File: src/hw/rtl/nasp_pkg.sv
// ----------------------------------------------------------------------------
// nasp_pkg
// Shared types, codes and character helpers of the address string parser.
// ----------------------------------------------------------------------------
`timescale 1ns / 1ps
`default_nettype none

package nasp_pkg;

  localparam int unsigned DomainCharsDefault = 8;
  localparam int unsigned DomainW = 64;
  localparam int unsigned PartW   = 16;
  localparam int unsigned MaskW   = 5;
  localparam int unsigned CfgIdxW = 3;

  // Configuration register indexes
  localparam logic [CfgIdxW-1:0] REG_REQUIRED_MASK  = 3'd0;
  localparam logic [CfgIdxW-1:0] REG_DEFAULT_ZONE   = 3'd1;
  localparam logic [CfgIdxW-1:0] REG_DEFAULT_NET    = 3'd2;
  localparam logic [CfgIdxW-1:0] REG_DEFAULT_NODE   = 3'd3;
  localparam logic [CfgIdxW-1:0] REG_DEFAULT_POINT  = 3'd4;
  localparam logic [CfgIdxW-1:0] REG_DEFAULT_DOMAIN = 3'd5;

  // Scanner phase codes
  localparam logic [2:0] PH_SKIP      = 3'd0;
  localparam logic [2:0] PH_NUM_START = 3'd1;
  localparam logic [2:0] PH_MINUS     = 3'd2;
  localparam logic [2:0] PH_DIGITS    = 3'd3;
  localparam logic [2:0] PH_NEG       = 3'd4;
  localparam logic [2:0] PH_DOMAIN    = 3'd5;
  localparam logic [2:0] PH_OK        = 3'd6;
  localparam logic [2:0] PH_FAIL      = 3'd7;

  // Part numbers; LEAD_PART marks a leading number of unknown role
  localparam logic [2:0] PART_ZONE  = 3'd0;
  localparam logic [2:0] PART_NET   = 3'd1;
  localparam logic [2:0] PART_NODE  = 3'd2;
  localparam logic [2:0] PART_POINT = 3'd3;
  localparam logic [2:0] LEAD_PART  = 3'd4;

  localparam int unsigned DomainBit = 4;

  // Character classes
  localparam logic [3:0] KEY_COLON = 4'd1;
  localparam logic [3:0] KEY_SLASH = 4'd2;
  localparam logic [3:0] KEY_DOT   = 4'd3;
  localparam logic [3:0] KEY_AT    = 4'd4;
  localparam logic [3:0] KEY_NUL   = 4'd5;
  localparam logic [3:0] KEY_SPACE = 4'd6;
  localparam logic [3:0] KEY_TAB   = 4'd7;
  localparam logic [3:0] KEY_CR    = 4'd8;
  localparam logic [3:0] KEY_LF    = 4'd9;
  localparam logic [3:0] KEY_OTHER = 4'd10;

  localparam logic [7:0] CH_COLON = 8'h3A;
  localparam logic [7:0] CH_SLASH = 8'h2F;
  localparam logic [7:0] CH_DOT   = 8'h2E;
  localparam logic [7:0] CH_AT    = 8'h40;
  localparam logic [7:0] CH_NUL   = 8'h00;
  localparam logic [7:0] CH_SPACE = 8'h20;
  localparam logic [7:0] CH_TAB   = 8'h09;
  localparam logic [7:0] CH_CR    = 8'h0D;
  localparam logic [7:0] CH_LF    = 8'h0A;
  localparam logic [7:0] CH_ONE   = 8'h31;
  localparam logic [7:0] CH_MINUS = 8'h2D;

  localparam logic [18:0] NumMax = 19'd32767;

  typedef struct packed {
    logic [MaskW-1:0]           required_mask;
    logic [3:0][PartW-1:0]      def_part;     // zone, net, node, point
    logic [DomainW-1:0]         def_domain;
  } cfg_t;

  typedef struct packed {
    logic                       fail;
    logic [MaskW-1:0]           seen;
    logic [3:0][PartW-1:0]      parts;
    logic [DomainW-1:0]         domain;
    logic [PartW-1:0]           pos;
  } res_t;

  function automatic logic [3:0] key_of(input logic [7:0] c);
    logic [3:0] k;
    case (c)
      CH_COLON: k = KEY_COLON;
      CH_SLASH: k = KEY_SLASH;
      CH_DOT:   k = KEY_DOT;
      CH_AT:    k = KEY_AT;
      CH_NUL:   k = KEY_NUL;
      CH_SPACE: k = KEY_SPACE;
      CH_TAB:   k = KEY_TAB;
      CH_CR:    k = KEY_CR;
      CH_LF:    k = KEY_LF;
      default:  k = KEY_OTHER;
    endcase
    return k;
  endfunction

  function automatic logic is_digit(input logic [7:0] c);
    return (c >= 8'h30) && (c <= 8'h39);
  endfunction

  function automatic logic is_alnum(input logic [7:0] c);
    return is_digit(c) || ((c >= 8'h61) && (c <= 8'h7A)) ||
           ((c >= 8'h41) && (c <= 8'h5A));
  endfunction

endpackage

`default_nettype wire

File: src/hw/rtl/network_address_string_parser.sv
// ----------------------------------------------------------------------------
// network_address_string_parser
// Parses zone:net/node.point@domain strings, one character per word.
// ----------------------------------------------------------------------------
// Usage:
//   Input channel (in_valid_i / in_stall_o) carries one character per word,
//   ch_i, with last_i set on the final character of a string. A zero byte
//   stops the scan early; the string still ends at the word with last_i.
//   Output channel (out_valid_o / out_stall_i) carries one result word per
//   string: the four parts, the packed domain, found mask, error flag and
//   the offset of the character that stopped the scan, zero on error.
//   A string's result passes the input register, then the result register.
//   Throughput: one character per cycle while in_stall_o is low; the scanner
//   advances its state once per character in a single registered step.
//   While a result waits under out_stall_i, characters that end no string
//   keep flowing; a last character waits in the input register until the
//   result register frees, and meanwhile in_stall_o holds the input side.
//   Configuration writes (cfg_we_i, cfg_index_i, cfg_wdata_i) take effect on
//   the next edge; indexes past the default domain are dropped.
//   Reset clears the valid flags and the configuration registers, and puts
//   the scanner in the leading whitespace phase with no result pending.
// ----------------------------------------------------------------------------
`timescale 1ns / 1ps
`default_nettype none

module network_address_string_parser #(
  parameter int unsigned DOMAIN_CHARS = nasp_pkg::DomainCharsDefault
) (
  input  wire logic                          clk_i,
  input  wire logic                          rst_ni,
  input  wire logic                          in_valid_i,
  output logic                               in_stall_o,
  input  wire logic [7:0]                    ch_i,
  input  wire logic                          last_i,
  output logic                               out_valid_o,
  input  wire logic                          out_stall_i,
  output logic signed [15:0]                 zone_o,
  output logic signed [15:0]                 net_o,
  output logic signed [15:0]                 node_o,
  output logic signed [15:0]                 point_o,
  output logic [nasp_pkg::DomainW-1:0]       domain_o,
  output logic [nasp_pkg::MaskW-1:0]         found_mask_o,
  output logic                               error_o,
  output logic [15:0]                        stop_offset_o,
  input  wire logic                          cfg_we_i,
  input  wire logic [nasp_pkg::CfgIdxW-1:0]  cfg_index_i,
  input  wire logic [nasp_pkg::DomainW-1:0]  cfg_wdata_i
);

  nasp_pkg::cfg_t                    cfg;
  nasp_pkg::res_t                    res;
  logic                              res_valid;
  logic                              res_ready;
  logic [3:0][nasp_pkg::PartW-1:0]   parts;

  nasp_cfg_regs u_cfg (
    .clk_i       (clk_i),
    .rst_ni      (rst_ni),
    .cfg_we_i    (cfg_we_i),
    .cfg_index_i (cfg_index_i),
    .cfg_wdata_i (cfg_wdata_i),
    .cfg_o       (cfg)
  );

  nasp_scan #(
    .DOMAIN_CHARS (DOMAIN_CHARS)
  ) u_scan (
    .clk_i           (clk_i),
    .rst_ni          (rst_ni),
    .in_valid_i      (in_valid_i),
    .in_stall_o      (in_stall_o),
    .ch_i            (ch_i),
    .last_i          (last_i),
    .required_mask_i (cfg.required_mask),
    .res_ready_i     (res_ready),
    .res_valid_o     (res_valid),
    .res_o           (res)
  );

  nasp_out_reg u_out (
    .clk_i         (clk_i),
    .rst_ni        (rst_ni),
    .res_valid_i   (res_valid),
    .res_i         (res),
    .cfg_i         (cfg),
    .res_ready_o   (res_ready),
    .out_valid_o   (out_valid_o),
    .out_stall_i   (out_stall_i),
    .parts_o       (parts),
    .domain_o      (domain_o),
    .found_mask_o  (found_mask_o),
    .error_o       (error_o),
    .stop_offset_o (stop_offset_o)
  );

  assign zone_o  = parts[0];
  assign net_o   = parts[1];
  assign node_o  = parts[2];
  assign point_o = parts[3];

endmodule

`default_nettype wire

File: src/hw/rtl/nasp_cfg_regs.sv
// ----------------------------------------------------------------------------
// nasp_cfg_regs
// Configuration registers: required parts mask and the default values.
// ----------------------------------------------------------------------------
`timescale 1ns / 1ps
`default_nettype none

module nasp_cfg_regs (
  input  wire logic                                clk_i,
  input  wire logic                                rst_ni,
  input  wire logic                                cfg_we_i,
  input  wire logic [nasp_pkg::CfgIdxW-1:0]        cfg_index_i,
  input  wire logic [nasp_pkg::DomainW-1:0]        cfg_wdata_i,
  output nasp_pkg::cfg_t                           cfg_o
);

  nasp_pkg::cfg_t cfg_q, cfg_d;

  always_comb begin
    cfg_d = cfg_q;
    if (cfg_we_i) begin
      case (cfg_index_i)
        nasp_pkg::REG_REQUIRED_MASK:
          cfg_d.required_mask = cfg_wdata_i[nasp_pkg::MaskW-1:0];
        nasp_pkg::REG_DEFAULT_ZONE:   cfg_d.def_part[0] = cfg_wdata_i[15:0];
        nasp_pkg::REG_DEFAULT_NET:    cfg_d.def_part[1] = cfg_wdata_i[15:0];
        nasp_pkg::REG_DEFAULT_NODE:   cfg_d.def_part[2] = cfg_wdata_i[15:0];
        nasp_pkg::REG_DEFAULT_POINT:  cfg_d.def_part[3] = cfg_wdata_i[15:0];
        nasp_pkg::REG_DEFAULT_DOMAIN: cfg_d.def_domain  = cfg_wdata_i;
        default: ; // drop writes past the register list
      endcase
    end
  end

  always_ff @(posedge clk_i or negedge rst_ni) begin
    if (!rst_ni) begin
      cfg_q <= '0;
    end else begin
      cfg_q <= cfg_d;
    end
  end

  assign cfg_o = cfg_q;

endmodule

`default_nettype wire

File: src/hw/rtl/nasp_scan.sv
// ----------------------------------------------------------------------------
// nasp_scan
// Input word register and the per-character scanner state step.
// ----------------------------------------------------------------------------
`timescale 1ns / 1ps
`default_nettype none

module nasp_scan #(
  parameter int unsigned DOMAIN_CHARS = nasp_pkg::DomainCharsDefault
) (
  input  wire logic                  clk_i,
  input  wire logic                  rst_ni,
  input  wire logic                  in_valid_i,
  output logic                       in_stall_o,
  input  wire logic [7:0]            ch_i,
  input  wire logic                  last_i,
  input  wire logic [nasp_pkg::MaskW-1:0] required_mask_i,
  input  wire logic                  res_ready_i,
  output logic                       res_valid_o,
  output nasp_pkg::res_t             res_o
);

  localparam int unsigned DCW = $clog2(DOMAIN_CHARS + 1);
  localparam int unsigned DW  = 8 * DOMAIN_CHARS;

  typedef struct packed {
    logic [2:0]                        phase;
    logic [2:0]                        part;
    logic [14:0]                       acc;
    logic [3:0][nasp_pkg::PartW-1:0]   parts;
    logic [DW-1:0]                     domain;
    logic [nasp_pkg::MaskW-1:0]        seen;
    logic [nasp_pkg::PartW-1:0]        pos;
    logic [DCW-1:0]                    dcount;
  } scan_t;

  localparam scan_t ScanReset = '{phase: nasp_pkg::PH_SKIP,
                                  part:  nasp_pkg::LEAD_PART,
                                  default: '0};

  function automatic scan_t finish_ok(input scan_t s, input logic [4:0] req);
    scan_t n;
    n = s;
    n.phase = ((req & ~s.seen) != '0) ? nasp_pkg::PH_FAIL : nasp_pkg::PH_OK;
    return n;
  endfunction

  function automatic scan_t enter_domain(input scan_t s);
    scan_t n;
    n = s;
    n.dcount = '0;
    n.domain = '0;
    n.seen[nasp_pkg::DomainBit] = 1'b1;
    n.phase  = nasp_pkg::PH_DOMAIN;
    return n;
  endfunction

  function automatic scan_t after_part(input scan_t s, input logic [2:0] p,
                                       input logic [7:0] c, input logic [4:0] req);
    scan_t n;
    logic [3:0] k;
    logic [3:0] kp1;
    n = s;
    k = nasp_pkg::key_of(c);
    kp1 = {1'b0, p} + 4'd1;
    if (k == kp1 && k < nasp_pkg::KEY_AT) begin
      n.part  = k[2:0];
      n.acc   = '0;
      n.phase = nasp_pkg::PH_NUM_START;
    end else if (k > kp1 && k < nasp_pkg::KEY_AT) begin
      // separator skips a middle part
      n.phase = nasp_pkg::PH_FAIL;
    end else if (k == nasp_pkg::KEY_AT) begin
      n = enter_domain(s);
    end else begin
      n = finish_ok(s, req);
    end
    return n;
  endfunction

  function automatic scan_t num_end(input scan_t s, input logic neg,
                                    input logic [7:0] c, input logic [4:0] req);
    scan_t n;
    logic [3:0] k;
    logic [3:0] km1;
    logic [2:0] p;
    logic       bad;
    n = s;
    k = nasp_pkg::key_of(c);
    km1 = k - 4'd1;
    p = s.part;
    bad = 1'b0;
    if (s.part == nasp_pkg::LEAD_PART) begin
      // leading number takes its role from the following separator
      if (k inside {[nasp_pkg::KEY_COLON:nasp_pkg::KEY_DOT]}) begin
        p = km1[2:0];
      end else if (k inside {[nasp_pkg::KEY_AT:nasp_pkg::KEY_LF]}) begin
        p = nasp_pkg::PART_NODE;
      end else begin
        bad = 1'b1;
      end
    end
    if (!bad && p < nasp_pkg::PART_NODE && (neg || s.acc == '0)) begin
      bad = 1'b1;
    end
    if (bad) begin
      n.phase = nasp_pkg::PH_FAIL;
    end else begin
      n.parts[p[1:0]] = neg ? 16'hFFFF : {1'b0, s.acc};
      n.seen[p]       = 1'b1;
      n = after_part(n, p, c, req);
    end
    return n;
  endfunction

  function automatic scan_t num_start(input scan_t s, input logic [7:0] c,
                                      input logic [4:0] req);
    scan_t n;
    logic [3:0] k;
    n = s;
    k = nasp_pkg::key_of(c);
    if (c == nasp_pkg::CH_MINUS) begin
      n.phase = nasp_pkg::PH_MINUS;
    end else if (nasp_pkg::is_digit(c)) begin
      n.acc   = {11'd0, c[3:0]};
      n.phase = nasp_pkg::PH_DIGITS;
    end else if (s.part == nasp_pkg::LEAD_PART) begin
      if (k inside {[nasp_pkg::KEY_COLON:nasp_pkg::KEY_DOT]}) begin
        n.part  = k[2:0];
        n.acc   = '0;
        n.phase = nasp_pkg::PH_NUM_START;
      end else if (k == nasp_pkg::KEY_AT) begin
        n = enter_domain(s);
      end else begin
        n = finish_ok(s, req);
      end
    end else begin
      n.phase = nasp_pkg::PH_FAIL;
    end
    return n;
  endfunction

  function automatic scan_t feed(input scan_t s, input logic [7:0] c,
                                 input logic [4:0] req);
    scan_t       n;
    logic [18:0] acc;
    n = s;
    acc = 19'(s.acc) * 19'd10 + 19'(c[3:0]);
    case (s.phase)
      nasp_pkg::PH_SKIP: begin
        if (c != nasp_pkg::CH_SPACE && c != nasp_pkg::CH_TAB) begin
          n = num_start(s, c, req);
        end
      end
      nasp_pkg::PH_NUM_START: n = num_start(s, c, req);
      nasp_pkg::PH_MINUS: begin
        n.phase = (c == nasp_pkg::CH_ONE) ? nasp_pkg::PH_NEG : nasp_pkg::PH_FAIL;
      end
      nasp_pkg::PH_DIGITS: begin
        if (nasp_pkg::is_digit(c)) begin
          if (acc > nasp_pkg::NumMax) begin
            n.phase = nasp_pkg::PH_FAIL;
          end else begin
            n.acc = acc[14:0];
          end
        end else begin
          n = num_end(s, 1'b0, c, req);
        end
      end
      nasp_pkg::PH_NEG: n = num_end(s, 1'b1, c, req);
      nasp_pkg::PH_DOMAIN: begin
        if (s.dcount < DCW'(DOMAIN_CHARS) && nasp_pkg::is_alnum(c)) begin
          for (int i = 0; i < DOMAIN_CHARS; i++) begin
            if (s.dcount == DCW'(i)) begin
              n.domain[i*8 +: 8] = c;
            end
          end
          n.dcount = s.dcount + DCW'(1);
        end else begin
          n = finish_ok(s, req);
        end
      end
      default: ; // scan already stopped: ignore the word
    endcase
    if (n.phase != nasp_pkg::PH_OK && n.phase != nasp_pkg::PH_FAIL &&
        n.pos != 16'hFFFF) begin
      n.pos = n.pos + 16'd1;
    end
    return n;
  endfunction

  logic       s1_valid_q;
  logic [7:0] s1_ch_q;
  logic       s1_last_q;
  logic       fire;
  scan_t      state_q, state_d;
  scan_t      step1, step2;

  assign fire       = s1_valid_q && (!s1_last_q || res_ready_i);
  assign in_stall_o = s1_valid_q && !fire;

  always_comb begin
    step1 = feed(state_q, s1_ch_q, required_mask_i);
    // string ended without a zero byte: feed an implied one
    if (step1.phase != nasp_pkg::PH_OK && step1.phase != nasp_pkg::PH_FAIL) begin
      step2 = feed(step1, nasp_pkg::CH_NUL, required_mask_i);
    end else begin
      step2 = step1;
    end
  end

  always_comb begin
    state_d = state_q;
    if (fire) begin
      state_d = s1_last_q ? ScanReset : step1;
    end
  end

  always_ff @(posedge clk_i or negedge rst_ni) begin
    if (!rst_ni) begin
      s1_valid_q <= 1'b0;
      state_q    <= ScanReset;
    end else begin
      if (!in_stall_o) begin
        s1_valid_q <= in_valid_i;
      end
      state_q <= state_d;
    end
  end

  always_ff @(posedge clk_i) begin
    if (in_valid_i && !in_stall_o) begin
      s1_ch_q   <= ch_i;
      s1_last_q <= last_i;
    end
  end

  assign res_valid_o  = fire && s1_last_q;
  assign res_o.fail   = (step2.phase == nasp_pkg::PH_FAIL);
  assign res_o.seen   = step2.seen;
  assign res_o.parts  = step2.parts;
  assign res_o.domain = nasp_pkg::DomainW'(step2.domain);
  assign res_o.pos    = step2.pos;

endmodule

`default_nettype wire

File: src/hw/rtl/nasp_out_reg.sv
// ----------------------------------------------------------------------------
// nasp_out_reg
// Result register: applies defaults and holds the result word until taken.
// ----------------------------------------------------------------------------
`timescale 1ns / 1ps
`default_nettype none

module nasp_out_reg (
  input  wire logic                         clk_i,
  input  wire logic                         rst_ni,
  input  wire logic                         res_valid_i,
  input  wire nasp_pkg::res_t               res_i,
  input  wire nasp_pkg::cfg_t               cfg_i,
  output logic                              res_ready_o,
  output logic                              out_valid_o,
  input  wire logic                         out_stall_i,
  output logic [3:0][nasp_pkg::PartW-1:0]   parts_o,
  output logic [nasp_pkg::DomainW-1:0]      domain_o,
  output logic [nasp_pkg::MaskW-1:0]        found_mask_o,
  output logic                              error_o,
  output logic [nasp_pkg::PartW-1:0]        stop_offset_o
);

  logic                              valid_q;
  logic [3:0][nasp_pkg::PartW-1:0]   parts_q, parts_d;
  logic [nasp_pkg::DomainW-1:0]      domain_q, domain_d;
  logic [nasp_pkg::MaskW-1:0]        found_q;
  logic                              error_q;
  logic [nasp_pkg::PartW-1:0]        offset_q, offset_d;

  assign res_ready_o = !valid_q || !out_stall_i;

  always_comb begin
    for (int p = 0; p < 4; p++) begin
      parts_d[p] = (!res_i.fail && res_i.seen[p]) ? res_i.parts[p] : cfg_i.def_part[p];
    end
    domain_d = (!res_i.fail && res_i.seen[nasp_pkg::DomainBit]) ? res_i.domain
                                                               : cfg_i.def_domain;
    offset_d = res_i.fail ? '0 : res_i.pos;
  end

  always_ff @(posedge clk_i or negedge rst_ni) begin
    if (!rst_ni) begin
      valid_q <= 1'b0;
    end else if (res_valid_i) begin
      valid_q <= 1'b1;
    end else if (!out_stall_i) begin
      valid_q <= 1'b0;
    end
  end

  always_ff @(posedge clk_i) begin
    if (res_valid_i) begin
      parts_q  <= parts_d;
      domain_q <= domain_d;
      found_q  <= res_i.seen;
      error_q  <= res_i.fail;
      offset_q <= offset_d;
    end
  end

  assign out_valid_o   = valid_q;
  assign parts_o       = parts_q;
  assign domain_o      = domain_q;
  assign found_mask_o  = found_q;
  assign error_o       = error_q;
  assign stop_offset_o = offset_q;

endmodule

`default_nettype wire

File: config.mk
export PLATFORM = sky130hd
export DESIGN_NAME = network_address_string_parser
export DESIGN_NICKNAME = d
export VERILOG_FILES = /design/src/hw/rtl/nasp_pkg.sv /design/src/hw/rtl/network_address_string_parser.sv /design/src/hw/rtl/nasp_cfg_regs.sv /design/src/hw/rtl/nasp_scan.sv /design/src/hw/rtl/nasp_out_reg.sv
export SDC_FILE = /design/constraint.sdc
export NUM_CORES = 1
export LEC_CHECK = 0
export BUFFER_PORTS_ARGS = -buffer_cell sky130_fd_sc_hd__buf_2
export CORE_MARGIN = 10
export CORE_UTILIZATION = 30
export CTS_CLUSTER_DIAMETER = 50
export DETAILED_ROUTE_END_ITERATION = 7
export MAX_ROUTING_LAYER = met4
export PLACE_DENSITY_LB_ADDON = 0.2
export SETUP_SLACK_MARGIN = 0.5
export SLEW_MARGIN = 20
export SYNTH_ARGS = -nofsm -noshare
export SYNTH_HDL_FRONTEND = slang
export SYNTH_SLANG_ARGS = --single-unit
File: constraint.sdc
create_clock -name clk_i -period 8.6 [get_ports clk_i]
set_input_delay 1.29 -clock clk_i [delete_from_list [all_inputs] [get_ports clk_i]]
set_output_delay 1.29 -clock clk_i [all_outputs]
set_load 0.005 [all_outputs]
==> out/metrics.yaml <==
switching_share: 0.334
tns_ps: 0
std_cell_rows: 105
power_density_nw_per_um2: 256
crit_slowest_cell: "or4_1"
cts_tree: "yes"
critPathMaxFanout: 16
end_kind: "register"
finClkSkew_ps: 89.5
grt_pass1_wl_um: 129000
synth_common_cells: "dfrtp_1 (308), nand2_1 (266), edfxtp_1 (159), mux2_2 (142), o21ai_0 (137)"
cts.htree.levels: 3
period_share: 0.897
hold_depth: 1
p_switching_mw: 2.56
synth_area_per_cell_um2: 10.8
maxCapViolCount: 0
critical_path_class: "register to register"
place.gp.congestion: 0.879
period_needed_ps: 7710
synthDistinctLibCells: 108
arrival_ps: 8090
track_usage: 0.183
fin_ws_ps: 885
ys_warn_count: 0
coreArea_um2: 82400
holdCritStartpoint: "u_scan.state_q[103]$_DFFE_PN0P_"
cts_buffers: 71
worst_pin_slew_ps: 1090
synth_top_area_cell: "dfrtp_1"
seq_power_share: 0.367
vias: 19500
start_util: 0.304
dp_hpwl_um: 61300
drt_iter0_markers: 1691
finalHoldViolations: 0
place_ws_ps: 760
power_frac_comb: 0.251
rsz0062_at_grt: "no"
grt_start_max_net_pins: 133
synth_nets: 2435
root_buffer: "clkbuf_16"
viasPerCell: 5.32
synth-edff-count: 159
power.internal_mw: 5.10
grt_pass1_vias: 19700
diodes: 0
area_growth_pct: 19.4
die_w_um: 309
peakVddDrop_uv: 150
drt_first_pass_iters: 5
synth_area_um2: 25000
startpoint_type: "register"
outcome: "finished, final reports clean"
fmax_mhz: 130
hold_path.class: "register to register"
drv_slew: 0
post_drt_wl_per_cell_um: 23.9
leakagePower_nw: 13.2
relSlewSlack: 0.268
clock_path_buffers: 3
clockPowerShare: 0.382
cp.required_ps: 8980
wl_um: 87500
die_h_um: 309
synthArstFlopShare: 0.660
grt_antenna_before_repair: 3
overflow: 0
synth_ff_type: "dfrtp_1"
critical_path.max_stage_delay_ps: 510
finalPower_mw: 7.65
ys_seq_area_frac: 0.500
die-area_um2: 95400
setup_viol: 0
path_clk_slew_ps: 60
synthCells: 2307
antenna_left: 0
crit_path_frequent_cell: "buf_4"
clkSinkCount: 468
synth-seq-cells: 468
ios: 233
drive_gt1_frac: 0.265
whs_endpoint: "u_scan.state_q[103]$_DFFE_PN0P_"
drc: 0
r2r_cells: 30
nNetsFinal: 2656
r2r_end: "u_out.domain_o[14]$_DFFE_PP_"
r2r-start: "u_scan.s1_ch_q[3]$_DFFE_PP_"
yosys.area.top_type_share: 0.308
synth_area_leaders: "dfrtp_1 (31%), edfxtp_1 (19%), mux2_2 (6.4%), nand2_1 (4.0%), a22o_1 (4.0%)"
worstSkewPairLatency_ps: 650
numPortBuffers: 232
synth_most_common_cell: "dfrtp_1"
reg2reg_slack_ps: 890
timing repair:
action                                  in CTS  in global routing
endpoints found under the setup margin       0                113
buffers inserted                             0                 13
resized for setup                            0                  1
hold buffers                                 0                  0
through the flow:
stage	instances	hold slack, ps	util	instance area, um2
after floorplan	2307	449	-	25000
after global placement	3511	458	0.332	27300
after detailed placement	3511	466	0.332	27300
after CTS	3643	480	0.361	29800
after global routing	3657	485	0.363	29900
final	3657	476	0.363	29900
critical path: cells and delay by family (launching register included):
kind                       cells  cell delay (ps)
buffers and inverters          6             1080
and+or+nand+nor                9             2270
adders and majority gates      3              870
AOI/OAI and AO/OA              9             2230
xor gates and xnor gates       1              140
DFF                            1              380
muxes                          2              500
kinds of logic (layout without fill, tap and decap cells):
| group | count (synthesis) | in the layout | synth area share |
|---|---|---|---|
| adders and majority gates | 47 | 47 | 0.0241 |
| AOI/OAI and AO/OA | 574 | 574 | 0.161 |
| DFF | 468 | 468 | 0.500 |
| xor gates and xnor gates | 34 | 34 | 0.0122 |
| and+or+nand+nor | 683 | 683 | 0.131 |
| muxes | 288 | 288 | 0.135 |
| buffers and inverters | 213 | 493 | 0.0376 |
layout by cell type (no fill, tap or decap), types with 12 or more instances in the layout:
cell         n
nand3_1    110
a21o_1      34
a21oi_1     97
o22ai_1     48
o21ai_1     14
nand4_1     17
nand2_1    265
buf_4       62
clkbuf_16   71
and2_1      26
ha_1        45
and3_1      13
mux2_2     142
nor3_1      21
a22o_1     113
edfxtp_1   159
mux2i_1     64
dfrtp_1    308
xnor2_1     22
mux2_4      56
nor2_1     123
a31oi_1     15
nor2b_1     12
o21ai_0    137
nand2b_1    15
inv_1       61
buf_2      231
mux2_1      26
flip-flops by register name, summed over array words and instances, names as in the netlist:
name,flops
u_cfg.cfg_o,133
u_out.domain_o,64
u_out.error_o,1
u_out.found_mask_o,5
u_out.out_valid_o,1
u_out.parts_o,64
u_out.stop_offset_o,16
u_scan.s1_ch_q,8
u_scan.s1_last_q,1
u_scan.s1_valid_q,1
u_scan.state_q,174
routing by layer:
metal  vias to the layer above  track usage  part of all wire
li1                       8936            -                 -
met5                         -            -                 0
met1                      9702        0.223              0.42
met3                       162       0.0383             0.064
met4                         0       0.0601             0.030
met2                       650        0.300              0.49
power by group through the flow:
stage	Sequential [mW]	Clock (mW)	Combinational (mW)
finish	2.81	2.92	1.92
CTS	2.81	2.99	1.92
detailed placement	2.85	0	1.90
global placement	2.85	0	1.89
global route	2.84	3.09	2.09
floorplan	2.78	0	1.30
how the worst max path moves through the flow:
stage          slack, ps                   startpoint                           end  cells past startpoint
6_report             890  u_scan.s1_ch_q[3]$_DFFE_PP_  u_out.domain_o[14]$_DFFE_PP_                     30
5_1_grt              510  u_scan.s1_ch_q[3]$_DFFE_PP_   u_out.domain_o[2]$_DFFE_PP_                     30
4_1_cts              710  u_scan.s1_ch_q[2]$_DFFE_PP_   u_out.domain_o[1]$_DFFE_PP_                     28
3_5_place_dp         760  u_scan.s1_ch_q[2]$_DFFE_PP_   u_out.domain_o[1]$_DFFE_PP_                     29
3_3_place_gp         700  u_scan.s1_ch_q[2]$_DFFE_PP_    u_out.parts_o[5]$_DFFE_PP_                     29
2_1_floorplan       1290  u_scan.s1_ch_q[3]$_DFFE_PP_   u_out.parts_o[30]$_DFFE_PP_                     30
final cells by class:
cell class / instances / area, um2
fillers: 8136 / 52500
flip-flops and latches: 468 / 12500
multi-input cells: 1626 / 11700
clock buffers: 86 / 1870
repair buffers: 297 / 1690
well taps: 1070 / 1340
clock inverters: 46 / 564
inverters: 64 / 245
Note: power is estimated with default switching activity, not from simulation.
